### config.mk
export PLATFORM = sky130hd
export DESIGN_NAME = mlq_cell
export DESIGN_NICKNAME = d
export VERILOG_FILES = /design/src/rtl/mlq_pkg.sv /design/src/rtl/mlq_cell.sv
export SDC_FILE = /design/constraint.sdc
export NUM_CORES = 1
export LEC_CHECK = 0
export ABC_AREA = 1
export BUFFER_PORTS_ARGS = -buffer_cell sky130_fd_sc_hd__buf_2
export CORE_MARGIN = 1.5
export CORE_UTILIZATION = 49
export CTS_CLUSTER_DIAMETER = 50
export CTS_CLUSTER_SIZE = 12
export DETAILED_ROUTE_END_ITERATION = 8
export PLACE_DENSITY = 0.81
export SKIP_LAST_GASP = 1
export SLEW_MARGIN = 20
export SYNTH_ARGS = -nofsm -noshare
export SYNTH_HDL_FRONTEND = slang
export SYNTH_SLANG_ARGS = --single-unit
### constraint.sdc
create_clock -name clk_i -period 7.91 [get_ports clk_i]
set_input_delay 1.582 -clock clk_i [delete_from_list [all_inputs] [get_ports clk_i]]
set_output_delay 1.582 -clock clk_i [all_outputs]
set_load 0.03 [all_outputs]
### src/rtl/mlq_pkg.sv
`timescale 1ns / 1ps
// ----------------------------------------------------------------------------
// mlq_pkg: shared types and codes of the task scheduler
// Entry layout, scan wave, per-pass command, operation and pass codes.
// ----------------------------------------------------------------------------
package mlq_pkg;

  localparam int NumEntries = 16;

  // operations
  localparam logic [2:0] OP_CREATE    = 3'd0;
  localparam logic [2:0] OP_REMOVE    = 3'd1;
  localparam logic [2:0] OP_SET_LEVEL = 3'd2;
  localparam logic [2:0] OP_SET_STATE = 3'd3;
  localparam logic [2:0] OP_TICK      = 3'd4;
  localparam logic [2:0] OP_QUERY     = 3'd5;

  // run states
  localparam logic [1:0] ST_READY   = 2'd0;
  localparam logic [1:0] ST_RUNNING = 2'd1;
  localparam logic [1:0] ST_BLOCKED = 2'd2;

  localparam logic [1:0] LVL_DEFAULT = 2'd1;

  // result status
  localparam logic [1:0] STS_OK        = 2'd0;
  localparam logic [1:0] STS_NOT_FOUND = 2'd1;
  localparam logic [1:0] STS_FULL      = 2'd2;

  // configuration register indexes
  localparam logic [2:0] CFG_POLICY = 3'd0;
  localparam logic [2:0] CFG_TICK   = 3'd1;
  localparam logic [2:0] CFG_SLICE0 = 3'd2;
  localparam logic [2:0] CFG_SLICE1 = 3'd3;
  localparam logic [2:0] CFG_SLICE2 = 3'd4;
  localparam logic [2:0] CFG_SLICE3 = 3'd5;

  localparam logic [9:0] RST_TICK   = 10'd50;
  localparam logic [9:0] RST_SLICE0 = 10'd50;
  localparam logic [9:0] RST_SLICE1 = 10'd100;
  localparam logic [9:0] RST_SLICE2 = 10'd200;
  localparam logic [9:0] RST_SLICE3 = 10'd300;

  // scan passes
  localparam logic [2:0] PS_CREATE   = 3'd0;
  localparam logic [2:0] PS_FIND     = 3'd1;
  localparam logic [2:0] PS_CHARGE   = 3'd2;
  localparam logic [2:0] PS_PICK_MLQ = 3'd3;
  localparam logic [2:0] PS_PICK_RR  = 3'd4;
  localparam logic [2:0] PS_REPORT   = 3'd5;

  typedef struct packed {
    logic [15:0] pid;
    logic [1:0]  level;
    logic [1:0]  st;
    logic [9:0]  slice;
    logic [10:0] rem;
    logic [31:0] limit;
  } entry_t;

  // token that walks the chain, one cell per cycle
  typedef struct packed {
    logic        act;
    logic        hit;
    logic        flag;
    logic        cand;
    logic [1:0]  lvl;
    logic [31:0] data;
  } wave_t;

  typedef struct packed {
    logic [2:0]      pass;
    logic [2:0]      op;
    logic [15:0]     pid;
    logic [1:0]      lvl;
    logic [1:0]      st;
    logic [31:0]     lim;
    logic            pick_en;
    logic [1:0]      pick_lvl;
    logic            after;
    logic            mode;
    logic [9:0]      tick;
    logic [3:0][9:0] slices;
  } cmd_t;

endpackage

### src/rtl/mlq_cell.sv
`timescale 1ns / 1ps
// ----------------------------------------------------------------------------
// mlq_cell: one table entry of the scheduler
// Holds an entry and acts on it when the scan wave passes through.
// ----------------------------------------------------------------------------
module mlq_cell (
  input  logic            clk_i,
  input  logic            rst_ni,
  input  mlq_pkg::cmd_t   cmd_i,
  input  mlq_pkg::wave_t  wave_i,
  input  logic            nxt_valid_i,
  input  mlq_pkg::entry_t nxt_ent_i,
  output mlq_pkg::wave_t  wave_o,
  output logic            valid_o,
  output mlq_pkg::entry_t ent_o
);

  mlq_pkg::wave_t  wave_q, wave_d;
  mlq_pkg::entry_t ent_q, ent_d;
  logic            valid_q, valid_d;
  logic            charged_q, charged_d;
  logic [1:0]      lvl_up;

  assign lvl_up = ent_q.level - 2'd1;

  always_comb begin
    wave_d    = wave_i;
    valid_d   = valid_q;
    ent_d     = ent_q;
    charged_d = charged_q;
    if (wave_i.act) begin
      unique case (cmd_i.pass)
        mlq_pkg::PS_CREATE: begin
          if (!valid_q && !wave_i.hit) begin
            valid_d     = 1'b1;
            ent_d.pid   = cmd_i.pid;
            ent_d.level = mlq_pkg::LVL_DEFAULT;
            ent_d.st    = mlq_pkg::ST_READY;
            ent_d.slice = cmd_i.slices[mlq_pkg::LVL_DEFAULT];
            ent_d.rem   = {1'b0, cmd_i.slices[mlq_pkg::LVL_DEFAULT]};
            ent_d.limit = cmd_i.lim;
            wave_d.hit  = 1'b1;
          end
        end
        mlq_pkg::PS_FIND: begin
          if (valid_q && ent_q.pid == cmd_i.pid && !wave_i.hit) begin
            wave_d.hit = 1'b1;
            case (cmd_i.op)
              mlq_pkg::OP_REMOVE: begin
                valid_d = nxt_valid_i;
                ent_d   = nxt_ent_i;
              end
              mlq_pkg::OP_SET_LEVEL: begin
                ent_d.level = cmd_i.lvl;
                ent_d.slice = cmd_i.slices[cmd_i.lvl];
                ent_d.rem   = {1'b0, cmd_i.slices[cmd_i.lvl]};
              end
              mlq_pkg::OP_SET_STATE: begin
                ent_d.st = (cmd_i.st == mlq_pkg::ST_READY || cmd_i.st == mlq_pkg::ST_RUNNING)
                         ? cmd_i.st : mlq_pkg::ST_BLOCKED;
              end
              mlq_pkg::OP_QUERY: wave_d.data = ent_q.limit;
              default: ;
            endcase
          end else if (wave_i.hit && cmd_i.op == mlq_pkg::OP_REMOVE) begin
            // entries behind the removed one close up
            valid_d = nxt_valid_i;
            ent_d   = nxt_ent_i;
          end
        end
        mlq_pkg::PS_CHARGE: begin
          charged_d = 1'b0;
          if (valid_q && ent_q.st == mlq_pkg::ST_RUNNING && !wave_i.hit) begin
            wave_d.hit = 1'b1;
            charged_d  = 1'b1;
            if (ent_q.rem <= {1'b0, cmd_i.tick}) begin
              wave_d.flag = 1'b1;
              ent_d.st    = mlq_pkg::ST_READY;
              ent_d.rem   = cmd_i.mode ? {1'b0, cmd_i.slices[0]} : {1'b0, ent_q.slice};
            end else begin
              ent_d.rem = ent_q.rem - {1'b0, cmd_i.tick};
            end
          end
          // lowest level among entries ready after the charge
          if (valid_q && ent_d.st == mlq_pkg::ST_READY &&
              (!wave_i.cand || ent_q.level < wave_i.lvl)) begin
            wave_d.cand = 1'b1;
            wave_d.lvl  = ent_q.level;
          end
        end
        mlq_pkg::PS_PICK_MLQ: begin
          if (valid_q && ent_q.st == mlq_pkg::ST_READY) begin
            if (cmd_i.pick_en && ent_q.level == cmd_i.pick_lvl && !wave_i.hit) begin
              wave_d.hit = 1'b1;
              ent_d.st   = mlq_pkg::ST_RUNNING;
              ent_d.rem  = {1'b0, ent_q.slice};
            end else if (ent_q.level != 2'd0) begin
              // aging
              ent_d.level = lvl_up;
              ent_d.slice = cmd_i.slices[lvl_up];
              ent_d.rem   = {1'b0, cmd_i.slices[lvl_up]};
            end
          end
        end
        mlq_pkg::PS_PICK_RR: begin
          wave_d.flag = wave_i.flag | charged_q;
          if (valid_q && ent_q.st == mlq_pkg::ST_READY && !charged_q && !wave_i.hit &&
              (wave_i.flag || !cmd_i.after)) begin
            wave_d.hit = 1'b1;
            ent_d.st   = mlq_pkg::ST_RUNNING;
            ent_d.rem  = {1'b0, cmd_i.slices[0]};
          end
        end
        mlq_pkg::PS_REPORT: begin
          if (valid_q && ent_q.st == mlq_pkg::ST_RUNNING && !wave_i.hit) begin
            wave_d.hit  = 1'b1;
            wave_d.data = {16'd0, ent_q.pid};
          end
        end
        default: ;
      endcase
    end
  end

  always_ff @(posedge clk_i or negedge rst_ni) begin
    if (!rst_ni) begin
      wave_q    <= '0;
      valid_q   <= 1'b0;
      charged_q <= 1'b0;
    end else begin
      wave_q    <= wave_d;
      valid_q   <= valid_d;
      charged_q <= charged_d;
    end
  end

  always_ff @(posedge clk_i) begin
    ent_q <= ent_d;
  end

  assign wave_o  = wave_q;
  assign valid_o = valid_q;
  assign ent_o   = ent_q;

endmodule

==> reports/metrics.yaml, run 1 <==
timing:
  final.setup_skew_ns: 0.0121
  tns_ns: 0
  hold_violations: 0
  rsz0062_at_grt: "no"
  min_period_ns: 4.21
  tightest_slew_ns: 1.01
  finalCritPeriodShare: 0.532
  fmax_mhz: 238
  max_slew_margin: 0.328
  finalSetupViolCount: 0
  drv_slew: 0
synth:
  netlist_area_mm2: 0.00853
  synth_common_cells: "nand2_1 (420), inv_1 (168), nor2_1 (122)"
  synth_xor_xnor_area_share: 0.0103
  synthArstFlopShare: 0.354
  ys_warn_count: 0
  synth_fa_ha_area_frac: 0.0199
  yosysTopAreaCellShare: 0.257
  synth_edf_count: 73
  synth_simple_gate_area_frac: 0.354
  synthTopCellsByArea: "edfxtp_1 (26%), nand2_1 (18%), dfrtp_1 (12%), inv_1 (7.4%), nand3_1 (5.5%)"
  ys.flop_type: "edfxtp_1"
  synth_compound_area_frac: 0.129
  syn_inst: 1292
  avgSynthCellArea_um2: 6.60
  synth_mux_area_frac: 0
  synth_top_family_by_area: "simple AND/OR/NAND/NOR gates"
  yosysMostFrequentCell: "nand2_1"
  yosys.area.top_type: "edfxtp_1"
  synth-seq-area-share: 0.374
  synth_cell_type_count: 42
  yosys_register_bits: 113
  syn_nets: 1532
finish:
  area_growth_pct: 27.9
  multiInputGateArea_mm2: 0.00439
  ff_latch_area_mm2: 0.00319
  stdcell_count: 1839
  design_area_mm2: 0.0109
  fillerInstances: 1620
  drive_above_1_share: 0.259
  final_nets: 1838
floorplanning:
  die_height_um: 135
  core.rowCount: 48
  dieArea_mm2: 0.0182
  io_pins: 339
  start_util: 0.497
  core_area_mm2: 0.0172
  die_x_um: 135
worst_setup_path:
  start_kind: "primary input"
  r2r_cells: 7
  cp_cell_sequence: "buf_2, inv_2, nor2_1, inv_2, nor2_4, buf_4, buf_12, inv_2, a21oi_1, nand2_2, nand3_2, nor2_4, buf_4"
  cpMaxStageDelayCell: "inv_2"
  arrival_ns: 4.26
  cp.depth: 13
  crit_type: "primary input to flop"
  slowest_delay_ns: 0.54
  r2r_setup_slack_ns: 4.61
  path_buf_inv: 7
  worstPathRequired_ns: 7.96
  cp_max_fo: 55
  critPathMostFrequentCell: "inv_2"
  cp-end-kind: "flop"
  cp_top_family: "buffers and inverters"
route:
  drc_errors: 0
  via_count: 9906
  drtIter0Drc: 1011
  ant_nets: 0
  wirelength_um: 31700
  wl_per_cell_um: 17.2
  viasPerCell: 5.39
  first_pass_iters: 6
pwr:
  power_leakage_nw: 5.85
  peakVddDrop_mv: 0.150
  finalPower_w: 0.00189
  powerDensity_mw_per_mm2: 173
global_routing:
  grt_antenna_before_repair: 4
  grt_start_max_net_pins: 109
  grt_first_pass_wirelength_um: 48100
  groute.usage.overall: 0.347
  grt_pass1_vias: 8976
  overflow: 0
clock_tree:
  cts_root_buf: "clkbuf_16"
  cts_resized: 0
  cts_tree: "done"
  cts-hold-fix-buffers: 0
  cts_max_level: 4
  cts_buffer_depth: 2
  cts_buffers: 17
  cts_sinks: 113
  post_cts.repair.setup_buffers: 0
  clk_pin_slew_worst_paths_ns: 0.05
  clk_latency_ns: 0.42
place:
  port_buffers: 338
  placed_area_mm2: 0.0103
  placedCellCount: 1803
  dp_hpwl_um: 24300
  place_congestion: 0.997
worst_hold_path:
  worstHoldPathCells: 2
  hold_path_class: "flop to flop"
outcome:
  outcome: "finished, final reports clean"
run:
  maxCapViolCount: 0
==> cells in the final DEF (no fill, tap or decap), drive strengths merged, types with 4 or more instances in the layout <==
cell type,count
buf,345
nand2,428
a21boi,14
nand3,98
o211ai,6
edfxtp,73
a21oi,65
or2,4
nor2,132
clkbuf,22
ha,12
o21ai,119
clkinvlp,4
clkinv,8
nand4,37
dfrtp,40
xnor2,8
inv,182
==> final timing paths <==
kind / endpoint / start
max in group asynchronous: wave_o[32]$_DFF_PN0_ / rst_ni
min in group asynchronous: wave_o[7]$_DFF_PN0_ / rst_ni
worst max-delay path: ent_o[66]$_DFFE_PP_ / cmd_i[110]
worst min register to register: charged_q$_DFFE_PN0P_ / charged_q$_DFFE_PN0P_
worst min-delay path: charged_q$_DFFE_PN0P_ / charged_q$_DFFE_PN0P_
worst max register to register: ent_o[55]$_DFFE_PP_ / ent_o[70]$_DFFE_PP_
==> stage by stage <==
step	util	setup slack, ns	hold slack [ns]
after global routing	0.635	3.49	0.560
after CTS	0.634	3.57	0.517
final	0.635	3.70	0.515
after global placement	0.600	3.20	0.496
after floorplan	-	3.69	0.476
after detailed placement	0.600	3.11	0.503
==> worst reg2reg max path, cell delays in order, from the launching register on <==
cell and delay [ns]:
edfxtp_1 0.50, inv_1 0.11, nand2_1 0.11, nand4_1 0.09, nor2_1 0.72, nand4_1 0.96, o21ai_0 0.46, o21ai_1 0.09
==> final cells by class <==
type | count | area share
timing repair buffer | 345 | 0.161
multi-input combinational | 936 | 0.402
sequential | 113 | 0.293
clock inverter | 10 | 0.00917
tap | 225 | 0.0258
clock buffer | 22 | 0.0446
inverter | 185 | 0.0638
antenna | 3 | 0.000688
==> metal layers <==
layer | global-route usage | up-vias | part of all wire
li1 | - | 4767 | -
met1 | 0.463 | 4494 | 0.41
met2 | 0.561 | 562 | 0.47
met3 | 0.0623 | 81 | 0.091
met4 | 0.134 | 2 | 0.033
met5 | 0 | - | 0.00041
==> sequential cells by signal (all words and copies together) (netlist names) <==
register and count:
ent_o 73, valid_o 1, charged_q 1, wave_o 38
==> power breakdown <==
part | switching [W] | total (W) | internal, W
Combinational | 0.000289 | 0.000434 | 0.000144
Sequential | 0.0000268 | 0.000700 | 0.000674
Clock | 0.000286 | 0.000757 | 0.000471
Total | 0.000602 | 0.00189 | 0.00129
==> cells by family after synthesis <==
family / after synthesis
buf+inv: 243
compound gates: 207
simple gates: 706
flops: 113
fa+ha+maj: 13
xor+xnor: 10
No activity file was read; power rests on OpenSTA's default activity.
==> inputs of run 2 (changes only) <==
--- a/config.mk
+++ b/config.mk
@@ -5,14 +5,14 @@
 export SDC_FILE = /design/constraint.sdc
 export NUM_CORES = 1
 export LEC_CHECK = 0
-export ABC_AREA = 1
+export ABC_AREA = 0
 export BUFFER_PORTS_ARGS = -buffer_cell sky130_fd_sc_hd__buf_2
 export CORE_MARGIN = 1.5
-export CORE_UTILIZATION = 49
+export CORE_UTILIZATION = 44
 export CTS_CLUSTER_DIAMETER = 50
 export CTS_CLUSTER_SIZE = 12
 export DETAILED_ROUTE_END_ITERATION = 8
-export PLACE_DENSITY = 0.81
+export PLACE_DENSITY = 0.79
 export SKIP_LAST_GASP = 1
 export SLEW_MARGIN = 20
 export SYNTH_ARGS = -nofsm -noshare
==> constraint.sdc (replaced) <==
create_clock -name clk_i -period 3.86 [get_ports clk_i]
set_input_delay 0.772 -clock clk_i [delete_from_list [all_inputs] [get_ports clk_i]]
set_output_delay 0.772 -clock clk_i [all_outputs]
set_load 0.03 [all_outputs]
==> reports/metrics.yaml, run 2 <==
outcome:
  outcome: "finished, final reports clean"  # unchanged
clock_tree:
  cts-hold-fix-buffers: 0  # unchanged
  cts_buffer_depth: 2  # unchanged
  post_cts.repair.setup_buffers: 0  # unchanged
  cts_max_level: 4  # unchanged
  cts_sinks: 113  # unchanged
  cts_tree: "done"  # unchanged
  clk_latency_ns: 0.42  # about the same
  cts_buffers: 17  # unchanged
  clk_pin_slew_worst_paths_ns: 0.05  # about the same
  cts_resized: 0  # unchanged
  cts_root_buf: "clkbuf_16"  # unchanged
route:
  first_pass_iters: 5  # was 6
  wirelength_um: 27000  # was 31700 um
  viasPerCell: 5.85  # was 5.39
  drc_errors: 0  # unchanged
  drtIter0Drc: 607  # was 1011
  ant_nets: 0  # unchanged
  wl_per_cell_um: 20.5  # was 17.2 um
  via_count: 7718  # was 9906
finish:
  ff_latch_area_mm2: 0.00319  # unchanged
  layout_common_cells: "buf_2 (338), nand2_1 (173), edfxtp_1 (73)"  # was nand2_1 (420), buf_2 (338), inv_1 (168)
  fillerInstances: 1412  # was 1620
  fin_util: 0.606  # was 0.635
  drive_above_1_share: 0.417  # was 0.259
  final_nets: 1325  # was 1838
  design_area_mm2: 0.0100  # was 0.0109 mm2
  final_common_cell: "buf_2"  # was nand2_1
  multiInputGateArea_mm2: 0.00406  # was 0.00439 mm2
  largest_reg_flops: 73  # unchanged
  area_growth_pct: 34.3  # was 27.9%
floorplanning:
  core.rowCount: 47  # was 48
  die_x_um: 133  # was 135 um
  core_area_mm2: 0.0166  # was 0.0172 mm2
  start_util: 0.451  # was 0.497
  dieArea_mm2: 0.0178  # was 0.0182 mm2
  io_pins: 339  # unchanged
  die_height_um: 133  # was 135 um
worst_setup_path:
  arrival_ns: 3.25  # was 4.26 ns
  cp-end-kind: "flop"  # unchanged
  start_kind: "primary input"  # unchanged
  cp_max_fo: 16  # was 55
  worstPathRequired_ns: 4.16  # was 7.96 ns
  crit_type: "primary input to flop"  # unchanged
timing:
  rsz0062_at_grt: "no"  # unchanged
  drv_slew: 0  # unchanged
  finalSetupViolCount: 0  # unchanged
  finalCritPeriodShare: 0.765
  final.setup_skew_ns: 0.0114  # was 0.0121 ns
  timing.final.ws_setup_ns: 0.909  # was 3.70 ns
  tns_ns: 0  # unchanged
  hold_violations: 0  # unchanged
  tightest_slew_ns: 1.12  # was 1.01 ns
  max_slew_margin: 0.248  # was 0.328
  fmax_mhz: 339
  hold-worst-slack_ns: 0.487  # was 0.515 ns
  min_period_ns: 2.95
run:
  maxCapViolCount: 0  # unchanged
global_routing:
  met1_usage: 0.361  # was 0.463
  grt_first_pass_wirelength_um: 41300  # was 48100 um
  overflow: 0  # unchanged
  gr-usage-met3: 0.0609  # was 0.0623
  grt_busiest_layer: "met2"  # unchanged
  grt_start_max_net_pins: 67  # was 109
  groute.usage.overall: 0.302  # was 0.347
  grt_pass1_vias: 7697  # was 8976
  groute.layer.met2.usage: 0.520  # was 0.561
  grt_antenna_before_repair: 1  # was 4
synth:
  synth_xor_xnor_area_share: 0.0328  # was 0.0103
  synth_cell_type_count: 70  # was 42
  synth_fa_ha_area_frac: 0.0228  # was 0.0199
  avgSynthCellArea_um2: 9.92  # was 6.60 um2
  synthArstFlopShare: 0.354  # unchanged
  synth_edf_count: 73  # unchanged
  synth-seq-area-share: 0.427  # was 0.374
  synth_compound_area_frac: 0.173  # was 0.129
  synth_common_cells: "nand2_1 (174), edfxtp_1 (73), dfrtp_1 (40)"  # was nand2_1 (420), inv_1 (168), nor2_1 (122)
  syn_inst: 754  # was 1292
  netlist_area_mm2: 0.00748  # was 0.00853 mm2
  yosysMostFrequentCell: "nand2_1"  # unchanged
  ys.flop_type: "edfxtp_1"  # unchanged
  yosys.area.top_type: "edfxtp_1"  # unchanged
  yosysTopAreaCellShare: 0.293  # was 0.257
  synth_simple_gate_area_frac: 0.171  # was 0.354
  yosys_register_bits: 113  # unchanged
  syn_nets: 994  # was 1532
  synth_mux_area_frac: 0.137  # was 0
  synth_top_family_by_area: "compound AO/OA/AOI/OAI gates"  # was simple AND/OR/NAND/NOR gates
  ys_warn_count: 0  # unchanged
  synthTopCellsByArea: "edfxtp_1 (29%), dfrtp_1 (13%), nand2_1 (8.7%), mux4_2 (6.0%), mux2_2 (4.2%)"  # was edfxtp_1 (26%), nand2_1 (18%), dfrtp_1 (12%), inv_1 (7.4%), nand3_1 (5.5%)
place:
  dpl_worst_slack_ns: 0.532  # was 3.11 ns
  placed_area_mm2: 0.00945  # was 0.0103 mm2
  place_congestion: 0.951  # was 0.997
  port_buffers: 338  # unchanged
  dp_hpwl_um: 20300  # was 24300 um
pwr:
  powerDensity_mw_per_mm2: 380  # was 173 mW/mm2
  power_leakage_nw: 4.60  # was 5.85 nW
  peakVddDrop_mv: 0.286  # was 0.150 mV
worst_hold_path:
  hold_path_class: "flop to flop"  # unchanged
run 2: cells by family after synthesis:
family	Yosys count
XOR/XNOR	28
AO/OA/AOI/OAI	187
adder cells (fa/ha/maj)	13
multiplexers	74
AND/OR/NAND/NOR	275
flip-flops	113
buffers and inverters	64
run 2: final cells by class:
type,instances,area share
multi-input cells,577,0.404
flip-flops and latches,113,0.318
repair buffers,360,0.186
clock buffers,24,0.0512
well taps,220,0.0274
clock inverters,8,0.00760
inverters,16,0.00598
diodes,1,0.000249
run 2: layer usage:
layer	up-vias	part of all wire	wire, um
met5	-	0	0
met4	0	0.042	1140
met3	92	0.090	2430
met2	526	0.49	13300
met1	3619	0.37	10100
li1	3481	-	-
run 2: metrics by stage:
stage / cells / total power (W)
final: 1319 / 0.00382
after global routing: 1319 / 0.00394
after CTS: 1318 / 0.00382
after detailed placement: 1286 / 0.00227
after global placement: 1286 / 0.00225
after floorplan: 754 / 0.00193
run 2: path summary, 6_finish.rpt:
path                                      from              endpoint  slack [ns]  cells after the start
max reg2reg                ent_o[36]$_DFFE_PP_  wave_o[32]$_DFF_PN0_        0.93                      7
max in group asynchronous               rst_ni  wave_o[28]$_DFF_PN0_        2.73                      1
max                                  cmd_i[44]  wave_o[32]$_DFF_PN0_        0.91                      9
min reg2reg                ent_o[19]$_DFFE_PP_  wave_o[19]$_DFF_PN0_        0.49                      1
min in group asynchronous               rst_ni  wave_o[37]$_DFF_PN0_        0.51                      1
min                        ent_o[19]$_DFFE_PP_  wave_o[19]$_DFF_PN0_        0.49                      1
run 2: power by group:
part           total, W  switching, W  internal, W
combinational  0.000840      0.000502     0.000338
sequential      0.00142     0.0000450      0.00137
clock           0.00156      0.000565     0.000993
run 2: critical path: stages:
cell and delay [ns]:
buf_2 0.08, inv_1 0.04, ha_1 0.33, and2_1 0.21, and4_1 0.23, and2_1 0.17
o22ai_2 0.81, a21o_1 0.27, mux2_1 0.33
